`src/rtl/sgm_pcs_pkg.sv`:
```
// ---------------------------------------------------------------------------
// sgm_pcs_pkg
// Widths, register indexes and sequencer states of the path cost step.
// ---------------------------------------------------------------------------
package sgm_pcs_pkg;

  localparam int COST_W     = 12;
  localparam int LCOST_W    = 8;
  localparam int GRAD_W     = 8;
  localparam int P1_W       = 8;
  localparam int P2_W       = 11;
  localparam int DISP_OUT_W = 6;
  localparam int CFG_AW     = 1;
  localparam int CFG_DW     = 11;
  localparam int SMOOTH_W   = COST_W + 1;
  localparam int SUM_W      = COST_W + 2;
  localparam int DIV_CNT_W  = 4;
  localparam int IN_DATA_W  = 16;
  localparam int OUT_DATA_W = 24;

  localparam logic [COST_W-1:0]    COST_MAX   = '1;
  localparam logic [P1_W-1:0]      P1_RESET   = 8'd8;
  localparam logic [P2_W-1:0]      P2_RESET   = 11'd64;
  localparam logic [DIV_CNT_W-1:0] DIV_LAST   = DIV_CNT_W'(P2_W - 1);

  localparam logic [CFG_AW-1:0] REG_PENALTY_SMALL = 1'd0;
  localparam logic [CFG_AW-1:0] REG_PENALTY_LARGE = 1'd1;

  typedef enum logic [2:0] {
    ST_IDLE,
    ST_DIV,
    ST_LOAD,
    ST_FETCH,
    ST_CALC,
    ST_OUT
  } state_t;

endpackage

```
`src/rtl/sgm_pcs_ram.sv`:
```
// ---------------------------------------------------------------------------
// sgm_pcs_ram
// Simple dual-port RAM, one write and one registered read per cycle.
// ---------------------------------------------------------------------------
module sgm_pcs_ram #(
  parameter int WIDTH = 12,
  parameter int DEPTH = 128
) (
  input  logic                     clk,
  input  logic                     wr_en,
  input  logic [$clog2(DEPTH)-1:0] wr_addr,
  input  logic [WIDTH-1:0]         wr_data,
  input  logic [$clog2(DEPTH)-1:0] rd_addr,
  output logic [WIDTH-1:0]         rd_data
);

  logic [WIDTH-1:0] mem [DEPTH];

  always_ff @(posedge clk) begin
    if (wr_en) begin
      mem[wr_addr] <= wr_data;
    end
    rd_data <= mem[rd_addr];
  end

endmodule

```
`src/rtl/sgm_path_cost_step_top.sv`:
```
// ---------------------------------------------------------------------------
// sgm_path_cost_step_top
// Semi-global matching path aggregation, one disparity per item.
// ---------------------------------------------------------------------------
// Items carry one pixel's matching costs in disparity order, 0 to
// DISP_COUNT-1, and each item returns exactly one result. For the item at
// disparity 0 an 11-step restoring divider first forms the large-jump
// penalty P2/gradient for the pixel. Every item then goes through the
// read, compute and write sequence on the single-read-port cost memory,
// and the next item is taken only after its write. The prior and current
// cost vectors share one memory of 2*DISP_COUNT entries used as ping-pong
// halves; no clearing pass is needed, since the prior reads as zero after
// reset and on path start. A finished result waits in the output register
// while the next item is taken.
module sgm_path_cost_step_top
  import sgm_pcs_pkg::*;
#(
  parameter int DISP_COUNT = 64
) (
  input  logic                  clk,
  input  logic                  rst_n,
  input  logic                  in_tvalid,
  output logic                  in_tready,
  input  logic [IN_DATA_W-1:0]  in_tdata,   // local_cost, gradient
  input  logic [0:0]            in_tuser,   // path_start
  output logic                  out_tvalid,
  input  logic                  out_tready,
  output logic [OUT_DATA_W-1:0] out_tdata,  // disparity, path_cost, zero pad
  output logic                  out_tlast,
  input  logic                  cfg_we,
  input  logic [CFG_AW-1:0]     cfg_addr,
  input  logic [CFG_DW-1:0]     cfg_wdata
);

  localparam int DW = $clog2(DISP_COUNT);
  localparam int AW = DW + 1;
  localparam logic [DW-1:0] D_LAST = DW'(DISP_COUNT - 1);

  state_t state_r, state_nxt;

  logic [P1_W-1:0]      p1_r;
  logic [P2_W-1:0]      p2_r;
  logic [DW-1:0]        d_r;
  logic                 bank_r;
  logic                 prior_zero_r;
  logic [LCOST_W-1:0]   cost_r;
  logic [GRAD_W-1:0]    grad_r;
  logic [GRAD_W-1:0]    rem_r;
  logic [P2_W-1:0]      quo_r;
  logic [DIV_CNT_W-1:0] dcnt_r;
  logic [COST_W-1:0]    lpen_r;
  logic [COST_W-1:0]    w_prev_r;
  logic [COST_W-1:0]    w_cur_r;
  logic [SMOOTH_W-1:0]  smooth_r;
  logic [COST_W-1:0]    prior_min_r;
  logic [COST_W-1:0]    run_min_r;
  logic                 out_valid_r;
  logic [DISP_OUT_W-1:0] out_disp_r;
  logic [COST_W-1:0]    out_cost_r;
  logic                 out_last_r;

  logic                 in_fire;
  logic                 out_room;
  logic                 first_d;
  logic                 last_d;
  logic [DW-1:0]        d_inc;
  logic                 wr_en;
  logic [AW-1:0]        wr_addr;
  logic [AW-1:0]        rd_addr;
  logic [COST_W-1:0]    rd_data;
  logic [COST_W-1:0]    rd_prior;
  logic [COST_W-1:0]    pmin;
  logic [GRAD_W:0]      div_tmp;
  logic                 div_ge;
  logic [GRAD_W:0]      div_sub;
  logic [P2_W-1:0]      jump;
  logic [COST_W-1:0]    lpen_nxt;
  logic [SMOOTH_W-1:0]  cand_mid;
  logic [SMOOTH_W-1:0]  cand_ctr;
  logic [SMOOTH_W-1:0]  cand_lo;
  logic [SMOOTH_W-1:0]  cand_hi;
  logic [SMOOTH_W-1:0]  min_a;
  logic [SMOOTH_W-1:0]  min_b;
  logic [SMOOTH_W-1:0]  smooth_nxt;
  logic [SUM_W-1:0]     sum;
  logic [SUM_W-1:0]     norm;
  logic [COST_W-1:0]    value;
  logic [COST_W-1:0]    run_min_nxt;

  assign in_fire  = in_tvalid && in_tready;
  assign out_room = !out_valid_r || out_tready;
  assign first_d  = (d_r == '0);
  assign last_d   = (d_r == D_LAST);
  assign d_inc    = d_r + DW'(1);

  assign rd_prior = prior_zero_r ? '0 : rd_data;
  assign pmin     = prior_zero_r ? '0 : prior_min_r;

  // restoring divider step
  assign div_tmp = {rem_r, quo_r[P2_W-1]};
  assign div_ge  = (div_tmp >= {1'b0, grad_r});
  assign div_sub = div_tmp - {1'b0, grad_r};

  assign jump     = (grad_r == '0) ? p2_r : quo_r;
  assign lpen_nxt = (jump > P2_W'(p1_r)) ? COST_W'(jump) : COST_W'(p1_r);

  // smoothing candidates
  assign cand_mid = SMOOTH_W'(pmin) + SMOOTH_W'(lpen_r);
  assign cand_ctr = SMOOTH_W'(w_cur_r);
  assign cand_lo  = first_d ? '1 : SMOOTH_W'(w_prev_r) + SMOOTH_W'(p1_r);
  assign cand_hi  = last_d  ? '1 : SMOOTH_W'(rd_prior) + SMOOTH_W'(p1_r);
  assign min_a    = (cand_mid < cand_ctr) ? cand_mid : cand_ctr;
  assign min_b    = (cand_lo < cand_hi) ? cand_lo : cand_hi;
  assign smooth_nxt = (min_a < min_b) ? min_a : min_b;

  assign sum   = SUM_W'(smooth_r) + SUM_W'(cost_r);
  assign norm  = (sum >= SUM_W'(pmin)) ? sum - SUM_W'(pmin) : '0;
  assign value = (norm > SUM_W'(COST_MAX)) ? COST_MAX : norm[COST_W-1:0];
  assign run_min_nxt = (value < run_min_r) ? value : run_min_r;

  assign wr_addr = {bank_r, d_r};

  sgm_pcs_ram #(
    .WIDTH(COST_W),
    .DEPTH(2 * DISP_COUNT)
  ) u_cost_ram (
    .clk    (clk),
    .wr_en  (wr_en),
    .wr_addr(wr_addr),
    .wr_data(value),
    .rd_addr(rd_addr),
    .rd_data(rd_data)
  );

  always_comb begin
    state_nxt = state_r;
    unique case (state_r)
      ST_IDLE: begin
        if (in_fire) begin
          state_nxt = first_d ? ST_DIV : ST_FETCH;
        end
      end
      ST_DIV: begin
        if (dcnt_r == DIV_LAST) begin
          state_nxt = ST_LOAD;
        end
      end
      ST_LOAD:  state_nxt = ST_FETCH;
      ST_FETCH: state_nxt = ST_CALC;
      ST_CALC:  state_nxt = ST_OUT;
      ST_OUT: begin
        if (out_room) begin
          state_nxt = ST_IDLE;
        end
      end
      default:  state_nxt = ST_IDLE;
    endcase
  end

  always_comb begin
    in_tready = 1'b0;
    wr_en     = 1'b0;
    rd_addr   = {~bank_r, d_inc};
    unique case (state_r)
      ST_IDLE:  in_tready = 1'b1;
      ST_LOAD:  rd_addr   = {~bank_r, {DW{1'b0}}};
      ST_OUT:   wr_en     = out_room;
      default: begin
      end
    endcase
  end

  always_ff @(posedge clk) begin
    if (!rst_n) begin
      state_r      <= ST_IDLE;
      p1_r         <= P1_RESET;
      p2_r         <= P2_RESET;
      d_r          <= '0;
      bank_r       <= 1'b0;
      prior_zero_r <= 1'b1;
      prior_min_r  <= '0;
      run_min_r    <= COST_MAX;
      out_valid_r  <= 1'b0;
      dcnt_r       <= '0;
    end else begin
      state_r <= state_nxt;

      if (cfg_we) begin
        unique case (cfg_addr)
          REG_PENALTY_SMALL: p1_r <= cfg_wdata[P1_W-1:0];
          REG_PENALTY_LARGE: p2_r <= cfg_wdata[P2_W-1:0];
          default: begin
          end
        endcase
      end

      if (in_fire) begin
        cost_r <= in_tdata[LCOST_W-1:0];
        grad_r <= in_tdata[LCOST_W +: GRAD_W];
        rem_r  <= '0;
        quo_r  <= p2_r;
        dcnt_r <= '0;
        if (first_d && in_tuser[0]) begin
          prior_zero_r <= 1'b1;
        end
      end

      if (state_r == ST_DIV) begin
        rem_r  <= div_ge ? div_sub[GRAD_W-1:0] : div_tmp[GRAD_W-1:0];
        quo_r  <= {quo_r[P2_W-2:0], div_ge};
        dcnt_r <= dcnt_r + DIV_CNT_W'(1);
      end

      if (state_r == ST_LOAD) begin
        lpen_r <= lpen_nxt;
      end

      if (state_r == ST_FETCH && first_d) begin
        w_cur_r <= rd_prior;
      end

      if (state_r == ST_CALC) begin
        smooth_r <= smooth_nxt;
        w_prev_r <= w_cur_r;
        w_cur_r  <= rd_prior;
      end

      if (state_r == ST_OUT && out_room) begin
        out_valid_r <= 1'b1;
      end else if (out_tready) begin
        out_valid_r <= 1'b0;
      end

      if (state_r == ST_OUT && out_room) begin
        out_disp_r  <= DISP_OUT_W'({{DISP_OUT_W{1'b0}}, d_r});
        out_cost_r  <= value;
        out_last_r  <= last_d;
        if (last_d) begin
          bank_r       <= ~bank_r;
          prior_min_r  <= run_min_nxt;
          run_min_r    <= COST_MAX;
          prior_zero_r <= 1'b0;
          d_r          <= '0;
        end else begin
          run_min_r <= run_min_nxt;
          d_r       <= d_inc;
        end
      end
    end
  end

  assign out_tvalid = out_valid_r;
  assign out_tdata  = {{(OUT_DATA_W - DISP_OUT_W - COST_W){1'b0}}, out_cost_r, out_disp_r};
  assign out_tlast  = out_last_r;

endmodule

```
`config.mk`:
```
export PLATFORM = sky130hd
export DESIGN_NAME = sgm_path_cost_step_top
export DESIGN_NICKNAME = d
export VERILOG_FILES = /design/src/rtl/sgm_pcs_pkg.sv /design/src/rtl/sgm_pcs_ram.sv /design/src/rtl/sgm_path_cost_step_top.sv
export SDC_FILE = /design/constraint.sdc
export NUM_CORES = 2
export LEC_CHECK = 0
export BUFFER_PORTS_ARGS = -buffer_cell sky130_fd_sc_hd__buf_4
export CORE_MARGIN = 2
export CORE_UTILIZATION = 45
export CTS_CLUSTER_SIZE = 10
export DETAILED_ROUTE_END_ITERATION = 10
export PLACE_DENSITY_LB_ADDON = 0.2
export SLEW_MARGIN = 5
export SYNTH_ARGS = -nofsm -noshare
export SYNTH_HDL_FRONTEND = slang
export SYNTH_SLANG_ARGS = --single-unit
export TNS_END_PERCENT = 50
```
`constraint.sdc`:
```
create_clock -name clk -period 10.4 [get_ports clk]
set_input_delay 0 -clock clk [delete_from_list [all_inputs] [get_ports clk]]
set_output_delay 0 -clock clk [all_outputs]
set_load 0.005 [all_outputs]
```
==> impl_metrics.py <==
metrics = {
    "outcome": {
        "status": "completed",
    },
    "clock_network": {
        "cts_buffers": 192,
        "clk_latency_ps": 830,
        "post_cts_resized": 0,
        "clockRootBuffer": "clkbuf_16",
        "cts_max_level": 4,
        "cts_tree": "built",
        "ctsHoldBuffers": 83,
        "cts_setup_buffers": 0,
        "cts_buffer_depth": 3,
        "path_clk_slew_ps": 60,
        "cts_sinks": 1709,
    },
    "place": {
        "dp_hpwl_um": 110000,
        "place_congestion": 0.861,
        "dpl_cell_area_um2": 75700,
        "port_buffers": 54,
    },
    "worst_setup_path": {
        "crit_required_ps": 10920,
        "cp-start-kind": "flop",
        "ff2ff_path_depth": 26,
        "crit_path_start": "prior_zero_r",
        "end_kind": "flop",
        "r2r-start": "prior_zero_r",
        "crit_type": "flop to flop",
        "r2r_slack_ps": 2800,
        "r2r-end": "smooth_r[11]",
        "cp.arrival_ps": 8120,
        "crit_end": "smooth_r[11]",
        "cp_max_fo": 22,
    },
    "logic_synthesis": {
        "synth.area.top_cells": "edfxtp_1 68%, nand2_1 4.8%, mux4_2 3.0%, dfxtp_1 2.0%, ha_1 2.0%",
        "yosysWarnings": 0,
        "synthesis.area_um2": 72400,
        "ys_ff_latch": 1709,
        "async_flop_share_pct": 0,
        "synth-edff-count": 1638,
        "synth_ff_type": "edfxtp_1",
        "synth_top_area_cell": "edfxtp_1",
        "syn_avg_cell_area_um2": 13.5,
        "yosysSeqAreaShare_pct": 69.9,
        "synth.distinct_cells": 88,
        "syn_inst": 5359,
        "synth_top_area_share_pct": 67.9,
    },
    "hold_path": {
        "hold_path_class": "input pin to flop",
    },
    "power_and_ir_drop": {
        "switching_share_pct": 21.7,
        "power_switching_mw": 3.11,
        "pwr-share-comb_pct": 4.6,
        "p_leak_nw": 27.1,
        "clkPwrFrac_pct": 42.0,
        "power_mw": 14.3,
        "power_density_nw_per_um2": 175,
        "p_int_mw": 11.2,
        "seqPwrFrac_pct": 53.4,
        "ir_worst_vdd_mv": 0.132,
    },
    "routing": {
        "vias": 45200,
        "drt_iter0_markers": 4959,
        "wl_per_cell_um": 25.0,
        "dr.pass1.iters": 6,
        "drtAntennaViolNets": 0,
        "via_per_inst": 5.86,
        "drt-total-wl_um": 193000,
        "drc": 0,
    },
    "final_layout": {
        "final_nets": 5647,
        "synthToLayoutAreaGrowth_pct": 13.1,
        "design_area_um2": 81900,
        "fillers": 13300,
        "layout-drive-gt1-share_pct": 11.8,
    },
    "timing": {
        "slew_headroom_pct": 11.2,
        "worstMarginPinSlew_ps": 1330,
        "slew_viol_final": 0,
        "fin_skew_ps": 72.5,
        "final_hold_viol_count": 0,
        "period_needed_ps": 7600,
        "rsz0062_at_grt": "false",
        "max_freq_mhz": 132,
        "period_share_pct": 73.1,
        "fin_tns_setup_ps": 0,
        "setup_violations": 0,
    },
    "die": {
        "initial_core_util_pct": 45.2,
        "die-width_um": 405,
        "die_area_um2": 164000,
        "num_rows": 147,
        "die_height_um": 405,
        "fp.coreArea_um2": 160000,
        "pin_count": 61,
    },
    "grt": {
        "grt_max_degree": 158,
        "grt_pass1_vias": 43800,
        "grt_use_total_pct": 23.4,
        "grt_pass1_wl_um": 288000,
        "grt.overflow.total": 0,
        "antenna_found_initial": 2,
    },
    "job": {
        "cap_violations": 0,
    },
}
-- through the flow --
stage                     utilization, %  hold WS [ps]  std cells  setup WS, ps
after floorplan                        -          71.8       5365          1480
final                               51.1          63.4       7719          2800
after global routing                51.1          48.8       7717          2090
after global placement              47.2           180       7376          2840
after CTS                           51.1          3.85       7716          2800
after detailed placement            47.2           179       7376          2860
-- layout by cell type, fill, tap and decap left out, types with 11 or more instances in the layout --
cell	instances
a21oi_1	145
o211ai_1	114
a311oi_1	145
nand3_1	252
clkbuf_1	40
clkbuf_16	192
xor2_1	15
o221ai_1	98
nor3_1	20
dfxtp_1	70
nor2_1	234
ha_1	113
buf_12	11
or2_2	64
a22oi_1	72
a31oi_1	56
mux4_2	96
mux2i_1	25
buf_4	203
or2_0	38
mux2_2	12
a21o_1	30
nand2_1	933
o21a_1	18
edfxtp_1	1638
nand4_1	44
dlygate4sd3_1	83
o21ai_0	231
nor2b_1	31
xnor2_1	35
o21ai_1	15
and3_1	102
inv_1	97
or3_1	101
-- flip-flops by register name, summed over array words and instances (netlist names), 8 cells and up --
signal / cells
cost_r: 8
u_cost_ram.mem: 1536
rem_r: 8
prior_min_r: 12
run_min_r: 12
out_cost_r: 12
smooth_r: 13
w_cur_r: 12
p2_r: 11
u_cost_ram.rd_data: 12
grad_r: 8
p1_r: 8
quo_r: 11
w_prev_r: 12
lpen_r: 11
-- area by class of cell --
cell class	instances	area [um^2]	share of cell area (%)
Sequential cell	1709	50600	61.8
Antenna cell	2	5.00	0.00611
Inverter	100	383	0.467
Clock buffer	234	4980	6.08
Tap cell	2160	2700	3.30
Multi-Input combinational cell	3194	20200	24.7
Timing Repair Buffer	297	2570	3.14
Clock inverter	23	395	0.483
-- cell families after synthesis --
kind of cell | share of synthesized area (%)
AO/OA/AOI/OAI | 9.45
XOR/XNOR | 0.604
adder cells (fa/ha/maj) | 2.12
buffers and inverters | 2.56
flip-flops | 69.9
multiplexers | 3.64
other | 0.00518
AND/OR/NAND/NOR | 11.8
-- worst min path at each step --
stage / endpoint / from / slack [ps] / cells after the start
CTS: p1_r[3] / rst_n / 4 / 3
floorplan: p2_r[6] / rst_n / 70 / 1
global placement: grad_r[6] / in_tdata[14] / 180 / 1
detailed placement: grad_r[6] / in_tdata[14] / 180 / 1
global route: p1_r[3] / rst_n / 50 / 3
finish: p1_r[3] / rst_n / 60 / 3
-- metal layers --
metal	vias up	track usage (%)	share of wire (%)
li1	20600	-	-
met1	22900	33.4	44
met2	1513	37.2	47
met3	273	3.56	6.3
met4	2	7.04	2.7
met5	-	0	0.0067
-- synthesized netlist by cell type, types with 18 or more instances --
cell type,count
edfxtp_1,1638
nand2_1,934
clkbuf_1,262
nand3_1,252
nor2_1,243
o21ai_0,240
a21oi_1,146
a311oi_1,145
o211ai_1,114
ha_1,113
and3_1,102
or3_1,101
inv_1,99
o221ai_1,98
mux4_2,96
a22oi_1,72
dfxtp_1,71
or2_2,64
a31oi_1,57
buf_2,55
nand4_1,44
or2_0,38
xnor2_1,35
buf_1,34
nor2b_1,33
a21o_1,30
mux2i_1,25
nor3_1,23
o21a_1,18
-- power by group through the flow --
stage | registers, mW | logic (mW) | clock network [mW]
CTS | 7.64 | 0.665 | 6.14
global placement | 7.78 | 0.628 | 0
detailed placement | 7.78 | 0.639 | 0
global route | 7.64 | 0.725 | 6.40
finish | 7.64 | 0.659 | 6.02
floorplan | 7.81 | 0.385 | 0
-- worst max-delay path, stage by stage, from the launching register on --
cell and delay [ps]:
dfxtp_1 670, inv_1 390, nand2_1 260, inv_1 100, ha_1 280, a21o_1 160, a21oi_1 240, nor2b_1 100
o41ai_1 400, o21ba_2 200, xnor2_1 140, ha_1 280, o21ai_0 190, a21oi_1 110, a221oi_1 380, o211ai_1 260
a22oi_2 890, nor2_1 80, a21oi_1 250, inv_1 70, ha_1 290, a21o_1 180, a21o_1 170, a21oi_1 150
o221ai_1 210, a21oi_4 480, mux2_1 370
Note: power is estimated with default switching activity, not from simulation.
